## config.mk

```make
export PLATFORM = sky130hd
export DESIGN_NAME = tmh_ctrl
export DESIGN_NICKNAME = d
export VERILOG_FILES = /design/src/sv/tmh_pkg.sv /design/src/sv/tmh_ctrl.sv
export SDC_FILE = /design/constraint.sdc
export NUM_CORES = 1
export LEC_CHECK = 0
export BUFFER_PORTS_ARGS = -buffer_cell sky130_fd_sc_hd__buf_2
export CORE_MARGIN = 3
export CORE_UTILIZATION = 45
export DETAILED_ROUTE_END_ITERATION = 8
export GPL_ROUTABILITY_DRIVEN = 0
export GPL_TIMING_DRIVEN = 0
export PLACE_DENSITY = 0.9
export SYNTH_ARGS = -nofsm -noshare
export SYNTH_HDL_FRONTEND = slang
export SYNTH_SLANG_ARGS = --single-unit
```

## constraint.sdc

```tcl
create_clock -name clk_i -period 2.7 [get_ports clk_i]
set_clock_uncertainty 0.1 [all_clocks]
set_input_delay 0.27 -clock clk_i [delete_from_list [all_inputs] [get_ports clk_i]]
set_output_delay 0.27 -clock clk_i [all_outputs]
set_load 0.05 [all_outputs]
```

## src/sv/tmh_pkg.sv

```systemverilog
`default_nettype none
package tmh_pkg;

  localparam int unsigned Capacity = 64;
  localparam int unsigned IdW      = 6;
  localparam int unsigned IdxW     = $clog2(Capacity);
  localparam int unsigned CntW     = $clog2(Capacity + 1);
  localparam int unsigned TimeW    = 64;

  localparam logic [1:0] OP_ADD    = 2'd0;
  localparam logic [1:0] OP_REMOVE = 2'd1;
  localparam logic [1:0] OP_TICK   = 2'd2;

  localparam logic [1:0] ST_OK      = 2'd0;
  localparam logic [1:0] ST_FULL    = 2'd1;
  localparam logic [1:0] ST_ABSENT  = 2'd2;
  localparam logic [1:0] ST_PRESENT = 2'd3;

  typedef enum logic [2:0] {
    RS_ROOT, RS_PARENT, RS_LEFT, RS_RIGHT, RS_LAST
  } rd_sel_e;

  typedef enum logic [1:0] {
    WS_CUR, WS_RD, WS_CH
  } wr_sel_e;

  typedef enum logic [2:0] {
    IS_HOLD, IS_PARENT, IS_POS, IS_ZERO, IS_CHILD, IS_COUNT
  } idx_sel_e;

  typedef enum logic [1:0] {
    CN_HOLD, CN_INC, CN_DEC
  } cnt_op_e;

  typedef struct packed {
    logic       latch;
    logic       rd_en;
    rd_sel_e    rd_sel;
    logic       wr_en;
    wr_sel_e    wr_sel;
    idx_sel_e   idx_sel;
    cnt_op_e    cnt_op;
    logic       cur_rd;
    logic       ch_rd;
    logic       ch_right;
    logic       pres_set;
    logic       pres_clr_id;
    logic       pres_clr_rd;
    logic       pend_set;
    logic       pend_clr;
    logic       emit;
    logic [1:0] emit_status;
    logic       emit_fired;
    logic       emit_last;
  } cmd_t;

  typedef struct packed {
    logic [1:0] op;
    logic       present;
    logic       full;
    logic       cnt_zero;
    logic       cnt_one;
    logic       idx_zero;
    logic       pos_is_last;
    logic       cur_lt_rd;
    logic       cur_lt_ch;
    logic       ch_lt_rd;
    logic       rd_le_now;
    logic       left_out;
    logic       right_in;
    logic       pend;
  } sts_t;

endpackage
`default_nettype wire

```

## src/sv/tmh_ctrl.sv

```systemverilog
`default_nettype none
module tmh_ctrl import tmh_pkg::*; (
  input  wire logic clk_i,
  input  wire logic rst_ni,
  input  wire logic start_i,
  input  wire sts_t sts_i,
  output cmd_t      cmd_o,
  output logic      busy_o
);

  localparam logic [3:0] S_IDLE   = 4'd0;
  localparam logic [3:0] S_DECODE = 4'd1;
  localparam logic [3:0] S_RMLAST = 4'd2;
  localparam logic [3:0] S_RMPAR  = 4'd3;
  localparam logic [3:0] S_UPRD   = 4'd4;
  localparam logic [3:0] S_UPCMP  = 4'd5;
  localparam logic [3:0] S_DNRD   = 4'd6;
  localparam logic [3:0] S_DNL    = 4'd7;
  localparam logic [3:0] S_DNR    = 4'd8;
  localparam logic [3:0] S_DNCMP  = 4'd9;
  localparam logic [3:0] S_FINISH = 4'd10;
  localparam logic [3:0] S_TKCHK  = 4'd11;

  logic [3:0] state_q, state_d;

  always_comb begin
    state_d = state_q;
    cmd_o   = '0;
    unique case (state_q)
      S_IDLE: begin
        if (start_i) begin
          cmd_o.latch = 1'b1;
          state_d     = S_DECODE;
        end
      end
      S_DECODE: begin
        case (sts_i.op)
          OP_ADD: begin
            if (sts_i.present || sts_i.full) begin
              cmd_o.emit        = 1'b1;
              cmd_o.emit_status = sts_i.present ? ST_PRESENT : ST_FULL;
              cmd_o.emit_last   = 1'b1;
              state_d           = S_IDLE;
            end else begin
              cmd_o.pres_set = 1'b1;
              cmd_o.cnt_op   = CN_INC;
              cmd_o.idx_sel  = IS_COUNT;
              state_d        = S_UPRD;
            end
          end
          OP_REMOVE: begin
            if (!sts_i.present) begin
              cmd_o.emit        = 1'b1;
              cmd_o.emit_status = ST_ABSENT;
              cmd_o.emit_last   = 1'b1;
              state_d           = S_IDLE;
            end else begin
              cmd_o.pres_clr_id = 1'b1;
              cmd_o.cnt_op      = CN_DEC;
              if (sts_i.pos_is_last) begin
                state_d = S_FINISH;
              end else begin
                cmd_o.idx_sel = IS_POS;
                cmd_o.rd_en   = 1'b1;
                cmd_o.rd_sel  = RS_LAST;
                state_d       = S_RMLAST;
              end
            end
          end
          OP_TICK: begin
            cmd_o.rd_en  = 1'b1;
            cmd_o.rd_sel = RS_ROOT;
            state_d      = S_TKCHK;
          end
          default: begin
            cmd_o.emit      = 1'b1;
            cmd_o.emit_last = 1'b1;
            state_d         = S_IDLE;
          end
        endcase
      end
      S_RMLAST: begin
        cmd_o.cur_rd = 1'b1;
        if (sts_i.idx_zero) begin
          state_d = S_DNRD;
        end else begin
          cmd_o.rd_en  = 1'b1;
          cmd_o.rd_sel = RS_PARENT;
          state_d      = S_RMPAR;
        end
      end
      S_RMPAR: begin
        if (sts_i.cur_lt_rd) begin
          cmd_o.wr_en   = 1'b1;
          cmd_o.wr_sel  = WS_RD;
          cmd_o.idx_sel = IS_PARENT;
          state_d       = S_UPRD;
        end else begin
          state_d = S_DNRD;
        end
      end
      S_UPRD: begin
        if (sts_i.idx_zero) begin
          cmd_o.wr_en  = 1'b1;
          cmd_o.wr_sel = WS_CUR;
          state_d      = S_FINISH;
        end else begin
          cmd_o.rd_en  = 1'b1;
          cmd_o.rd_sel = RS_PARENT;
          state_d      = S_UPCMP;
        end
      end
      S_UPCMP: begin
        cmd_o.wr_en = 1'b1;
        if (sts_i.cur_lt_rd) begin
          cmd_o.wr_sel  = WS_RD;
          cmd_o.idx_sel = IS_PARENT;
          state_d       = S_UPRD;
        end else begin
          cmd_o.wr_sel = WS_CUR;
          state_d      = S_FINISH;
        end
      end
      S_DNRD: begin
        if (sts_i.left_out) begin
          cmd_o.wr_en  = 1'b1;
          cmd_o.wr_sel = WS_CUR;
          state_d      = S_FINISH;
        end else begin
          cmd_o.rd_en  = 1'b1;
          cmd_o.rd_sel = RS_LEFT;
          state_d      = S_DNL;
        end
      end
      S_DNL: begin
        cmd_o.ch_rd = 1'b1;
        if (sts_i.right_in) begin
          cmd_o.rd_en  = 1'b1;
          cmd_o.rd_sel = RS_RIGHT;
          state_d      = S_DNR;
        end else begin
          state_d = S_DNCMP;
        end
      end
      S_DNR: begin
        // The right child wins unless the left one is strictly earlier.
        if (!sts_i.ch_lt_rd) begin
          cmd_o.ch_rd    = 1'b1;
          cmd_o.ch_right = 1'b1;
        end
        state_d = S_DNCMP;
      end
      S_DNCMP: begin
        cmd_o.wr_en = 1'b1;
        if (sts_i.cur_lt_ch) begin
          cmd_o.wr_sel = WS_CUR;
          state_d      = S_FINISH;
        end else begin
          cmd_o.wr_sel  = WS_CH;
          cmd_o.idx_sel = IS_CHILD;
          state_d       = S_DNRD;
        end
      end
      S_FINISH: begin
        if (sts_i.op == OP_TICK) begin
          cmd_o.rd_en  = 1'b1;
          cmd_o.rd_sel = RS_ROOT;
          state_d      = S_TKCHK;
        end else begin
          cmd_o.emit      = 1'b1;
          cmd_o.emit_last = 1'b1;
          state_d         = S_IDLE;
        end
      end
      S_TKCHK: begin
        // A fired id is held back until the next root check shows whether it is last.
        if (!sts_i.cnt_zero && sts_i.rd_le_now) begin
          cmd_o.emit        = sts_i.pend;
          cmd_o.emit_fired  = 1'b1;
          cmd_o.pend_set    = 1'b1;
          cmd_o.pres_clr_rd = 1'b1;
          cmd_o.cnt_op      = CN_DEC;
          if (sts_i.cnt_one) begin
            state_d = S_FINISH;
          end else begin
            cmd_o.idx_sel = IS_ZERO;
            cmd_o.rd_en   = 1'b1;
            cmd_o.rd_sel  = RS_LAST;
            state_d       = S_RMLAST;
          end
        end else begin
          cmd_o.emit       = 1'b1;
          cmd_o.emit_fired = sts_i.pend;
          cmd_o.emit_last  = 1'b1;
          cmd_o.pend_clr   = 1'b1;
          state_d          = S_IDLE;
        end
      end
      default: state_d = S_IDLE;
    endcase
  end

  always_ff @(posedge clk_i or negedge rst_ni) begin
    if (!rst_ni) begin
      state_q <= S_IDLE;
    end else begin
      state_q <= state_d;
    end
  end

  assign busy_o = (state_q != S_IDLE);

endmodule
`default_nettype wire

```

**Yosys cells after proc, flatten, opt, wreduce, memory -nomap -nowiden**

Index checks and enable logic that the tools add are counted.

- Multiplexer cells: 71
- Reduce and logical (&&, ||, !) cells: 7
- Equality and inequality tests: 14

Operators by type and width:

| cell | count |
|---|---|
| two-way mux 4 bit | 20 |
| case mux 4 bit (12 select lines) | 1 |
| case mux 3 bit (5 select lines) | 2 |
| two-way mux 3 bit | 8 |
| case mux 4 bit (6 select lines) | 1 |
| two-way mux 1 bit | 18 |
| two-way mux 2 bit | 9 |
| == test 4 x 3 -> 1 bit, second input constant | 4 |
| == test 4 bit, second input constant | 4 |
| case mux 1 bit (3 select lines) | 4 |
| case mux 4 bit (3 select lines) | 1 |
| case mux 5 bit (2 select lines) | 1 |
| == test 4 x 2 -> 1 bit, second input constant | 2 |
| case mux 2 bit (2 select lines) | 2 |
| case mux 4 bit (2 select lines) | 1 |
| two-way mux 6 bit | 1 |
| two-way mux 5 bit | 1 |
| == test 4 x 1 -> 1 bit, second input constant | 1 |
| logical NOT 4 bit | 1 |
| nonzero test 4 bit | 1 |
| == test 2 x 1 -> 1 bit, second input constant | 1 |
| == test 2 bit, second input constant | 1 |
| logical NOT 2 bit | 1 |
| != test 2 bit, second input constant | 1 |
| 5 further kinds | 5 |

- Register bits: 4
- Input port bits: 18

**Logic depth before layout (Yosys ltp)**

- Word-level depth: 4
- Mapped depth: 6

**Worst setup path after synthesis**

OpenSTA, ideal clock, no wires.

- Kind: register to output
- Start point: register state_q[1]
- End point: output cmd_o[11] (netlist name)
- Arrival: 2824 ps
- Slack: -494 ps
- Cell stages (with the launch flop): 5
- Path through: dfrtp_1 > buf_2 > buf_2 > nor4_1 > a31o_2

RTL lines:

| element | RTL line | source |
|---|---|---|
| from (decl) | tmh_ctrl.sv:24 | `logic [3:0] state_q, state_d;` |
| from (signal assigned) | tmh_ctrl.sv:207 | `state_q <= state_d;` |
| to (decl) | tmh_ctrl.sv:7 | `output cmd_t cmd_o,` |

==> impl_summary.txt <==
----------------------------------------------------
[Timing]
  Final number of max-transition violations ... 0
  Crit share post-route ... 0.944
  Relative max-transition margin ... 0.518
  Achievable clock frequency ... between 0.3 and 0.4 GHz
  Setup repair after global routing missed its margin ... false
  Final critical path time including I/O delays and setup ... around 2.5 ns
  Final setup violation count ... 0
  Transition time at the pin with the least slew margin ... ~0.7 ns
  Final TNS setup ... 0 ns
  Final Hold Fails ... 0

[Route]
  Met3 WL ... 260 um
  Via count ... 1,164
  Detailed-router iteration count before antenna repair ... 4
  Via density per instance ... 5.91
  Count of nets left with antenna violations after detail routing ... 0
  Sum of routed wire segments on met1 ... ~1100 um
  Sum of routed wire length over all layers ... 2750 um
  Average wire per cell in the routed design ... ~14 um
  Top layer reached by signal wires ... met4
  DRC violations left ... 0
  Met2 wire len ... 1350 um
  Count of routing violations after the opening detailed-route iteration ... between 70 and 80

[Pwr]
  Sw Share ... 0.631
  Peak ir drop on the vdd network ... 0.616 mV
  Sw power ... ~0.73 mW
  Combinational share of power ... 0.830
  Proportion of power drawn by the clock network ... 0.063
  Static leakage ... about 0.63 nW
  Power density over the cells ... around 1000 nW/um^2
  Sequential share of power ... 0.107
  Internal portion of total power ... ~0.43 mW

[CTS]
  Clock transition at path regs ... about 0.040 ns
  Number of buffers inserted by post-CTS setup repair ... 0
  Clock tree from TritonCTS ... done
  Source-to-sink clock delay at the later pin of the worst-skew pair ... approximately 0.23 ns
  CTS H-tree depth ... 1
  Post-CTS Hold Buffers ... 1
  Maximum root-to-sink buffer count ... 2
  Post-CTS Resized ... 0
  Count of clock tree sinks ... 4
  TritonCTS Buffers ... 3
  Root buffer selected by CTS ... clkbuf_4

[Layout]
  Final nets ... around 200
  Number of flip-flops in the largest register ... 4
  Register with the highest flop count ... state_q
  Sequential cell area ... 100 sq um
  Registers with the highest flip-flop counts ... state_q: 4 flops
  Filler Cells Inserted ... 166
  Signed area change from the synthesized netlist to the final layout ... 37.0%
  Number of inserted diodes ... 0
  Final Core Density ... 0.664
  Share of cells above drive strength 1 ... 0.372
  Combined area of the multi-input logic cells ... 703 sq um
  Fin cells ... between 150 and 200

[Placement]
  Number of cells after detailed placement ... between 150 and 200
  HPWL after detailed placement ... around 2200 um
  IO buf count ... 44

[Floorplan]
  Die boundary height ... between 40 and 50 um
  Placeable core area ... around 1800 sq um
  Die width ... 49.6 um
  Number of I/O pins ... 45
  Starting utilization of the core area ... 0.484
  Standard-cell rows ... 15
  Area of the die ... approximately 2500 sq um

[Setup path]
  R2r worst-path depth ... 5
  Required arrival time at the worst endpoint ... around 2.3 ns
  Crit Path Class ... register to primary output
  Arrival time reported for the critical path endpoint ... ~2.2 ns
  Kind of end point of the critical path ... primary output
  Crit Path Max Fanout ... 8
  Endpoint of the worst register-to-register path ... state_q[2]$_DFFE_PN0P_
  Startpoint Class ... register
  Flop2flop setup slack ... about 0.90 ns
  Worst flop-to-flop path startpoint ... state_q[3]$_DFFE_PN0P_

[Job]
  Number of violations of the max-capacitance limit ... 0

[Yosys]
  Synthesized flop and latch total ... 4
  Syn Std Cell Area ... 855 sq um
  Synth Instances ... between 100 and 150
  Ys flop type ... dfrtp_1
  Number of distinct library cell variants in the gate-level netlist after synthesis ... 45
  Number of flops mapped to enable cells by yosys ... 0
  Synth warnings ... 0
  Fraction of synthesis flops using an asynchronous set or reset pin ... 1.00
  Register area share after synthesis ... 0.117
  Post-Syn Nets ... about 150
  Mean instance size in the synthesized netlist ... 6.89 sq um

[Global routing]
  Initial antenna violation count ... 0
  First-pass GRT wire length ... ~4500 um
  Number of global-route vias before repair ... approximately 1,100
  GR Util All Layers ... 0.227
  Grt total ovfl ... 0
  Largest net degree at the start of global routing ... 11

[Min path]
  Min-Delay Endpoint ... state_q[0]$_DFFE_PN0P_
  Worst hold path stage count ... 3
  Kind of path behind the tightest hold check ... primary input to register
  Origin of the worst min-delay path ... start_i

[Outcome]
  Outcome ... finished clean

----------------------------------------------------
## power groups by stage
stage	clock (mW)	sequential, mW	combinational, mW
2_1_floorplan	0	0.112	0.750
3_3_place_gp	0	0.121	0.926
3_5_place_dp	0	0.122	0.944
4_1_cts	0.0756	0.122	0.948
5_1_grt	0.0812	0.126	1.03
6_report	0.0733	0.125	0.964
## routing by layer
layer | GRT usage | vias up
li1 | - | 551
met1 | 0.282 | 532
met2 | 0.383 | 75
met3 | 0.0453 | 6
met4 | 0.0876 | 0
met5 | 0 | -
## Yosys cell counts, types with 2 or more instances
| cell type | number | share of area |
|---|---|---|
| a21oi_1 | 10 | 0.059 |
| inv_1 | 9 | 0.040 |
| nand2_1 | 9 | 0.040 |
| nor2_1 | 9 | 0.040 |
| nand2b_1 | 8 | 0.059 |
| nor2b_1 | 7 | 0.051 |
| o21ai_0 | 6 | 0.035 |
| ha_1 | 5 | 0.073 |
| nor3_1 | 5 | 0.029 |
| buf_2 | 4 | 0.023 |
| dfrtp_1 | 4 | 0.12 |
| o22ai_1 | 4 | 0.029 |
| and3_1 | 3 | 0.022 |
| or3_1 | 3 | 0.022 |
| a31oi_1 | 2 | 0.015 |
| clkbuf_1 | 2 | 0.0088 |
| nand3b_1 | 2 | 0.018 |
| nor4b_1 | 2 | 0.021 |
| o2bb2ai_1 | 2 | 0.021 |
| or2_2 | 2 | 0.015 |
| or4_1 | 2 | 0.018 |
## critical path: stages (launching register included)
cell,delay (ns)
dfrtp_1,0.45
nor4b_1,0.63
and3_2,0.31
o21ai_0,0.14
o22ai_2,0.13
buf_2,0.28
## cell families (layout without fill, tap and decap cells)
kind of cell	after synthesis	count (layout)	synth area share
and+or+nand+nor	62	62	0.445
buffers and inverters	18	66	0.0981
AOI/OAI and AO/OA	35	35	0.266
DFF	4	4	0.117
adders and majority gates	5	5	0.0732
## worst max-delay path by stage
stage | start | endpoint | slack, ns | cells after the start
2_1_floorplan | state_q[2]$_DFFE_PN0P_ | cmd_o[17] | -0.02 | 4
3_3_place_gp | state_q[2]$_DFFE_PN0P_ | cmd_o[16] | 0.48 | 5
3_5_place_dp | state_q[2]$_DFFE_PN0P_ | cmd_o[16] | 0.43 | 5
4_1_cts | state_q[2]$_DFFE_PN0P_ | cmd_o[16] | 0.18 | 5
5_1_grt | state_q[1]$_DFFE_PN0P_ | cmd_o[24] | 0.05 | 5
6_report | state_q[1]$_DFFE_PN0P_ | cmd_o[16] | 0.15 | 5
## through the flow
step	instance area, sq um	total power [mW]	hold WS, ns	setup WS (ns)
after floorplan	887	0.862	-0.126	-0.0166
after global placement	1140	1.05	-0.0254	0.483
after detailed placement	1140	1.07	-0.0246	0.426
after CTS	1170	1.15	0.229	0.178
after global routing	1170	1.23	0.253	0.0540
final	1170	1.16	0.236	0.151
## cells in the final DEF, fill, tap and decap left out, drive strengths merged, types with 3 or more instances in the layout
cell type,Yosys,routed
nand2,9,9
and3,3,3
nor2b,7,7
ha,5,5
clkbuf,2,5
nand2b,8,8
dfrtp,4,4
nor3,5,5
o21ai,6,6
a21oi,10,10
o22ai,4,4
nor4b,3,3
buf,7,51
nor2,9,9
inv,9,9
or3,3,3
## area by class of cell
cell class | instances | area share
Timing Repair Buffer | 45 | 0.197
Buffer | 9 | 0.0427
Sequential cell | 4 | 0.0855
Tap cell | 25 | 0.0267
Multi-Input combinational cell | 102 | 0.600
Inverter | 9 | 0.0288
Clock buffer | 3 | 0.0192
(Power assumes the default switching activity.)
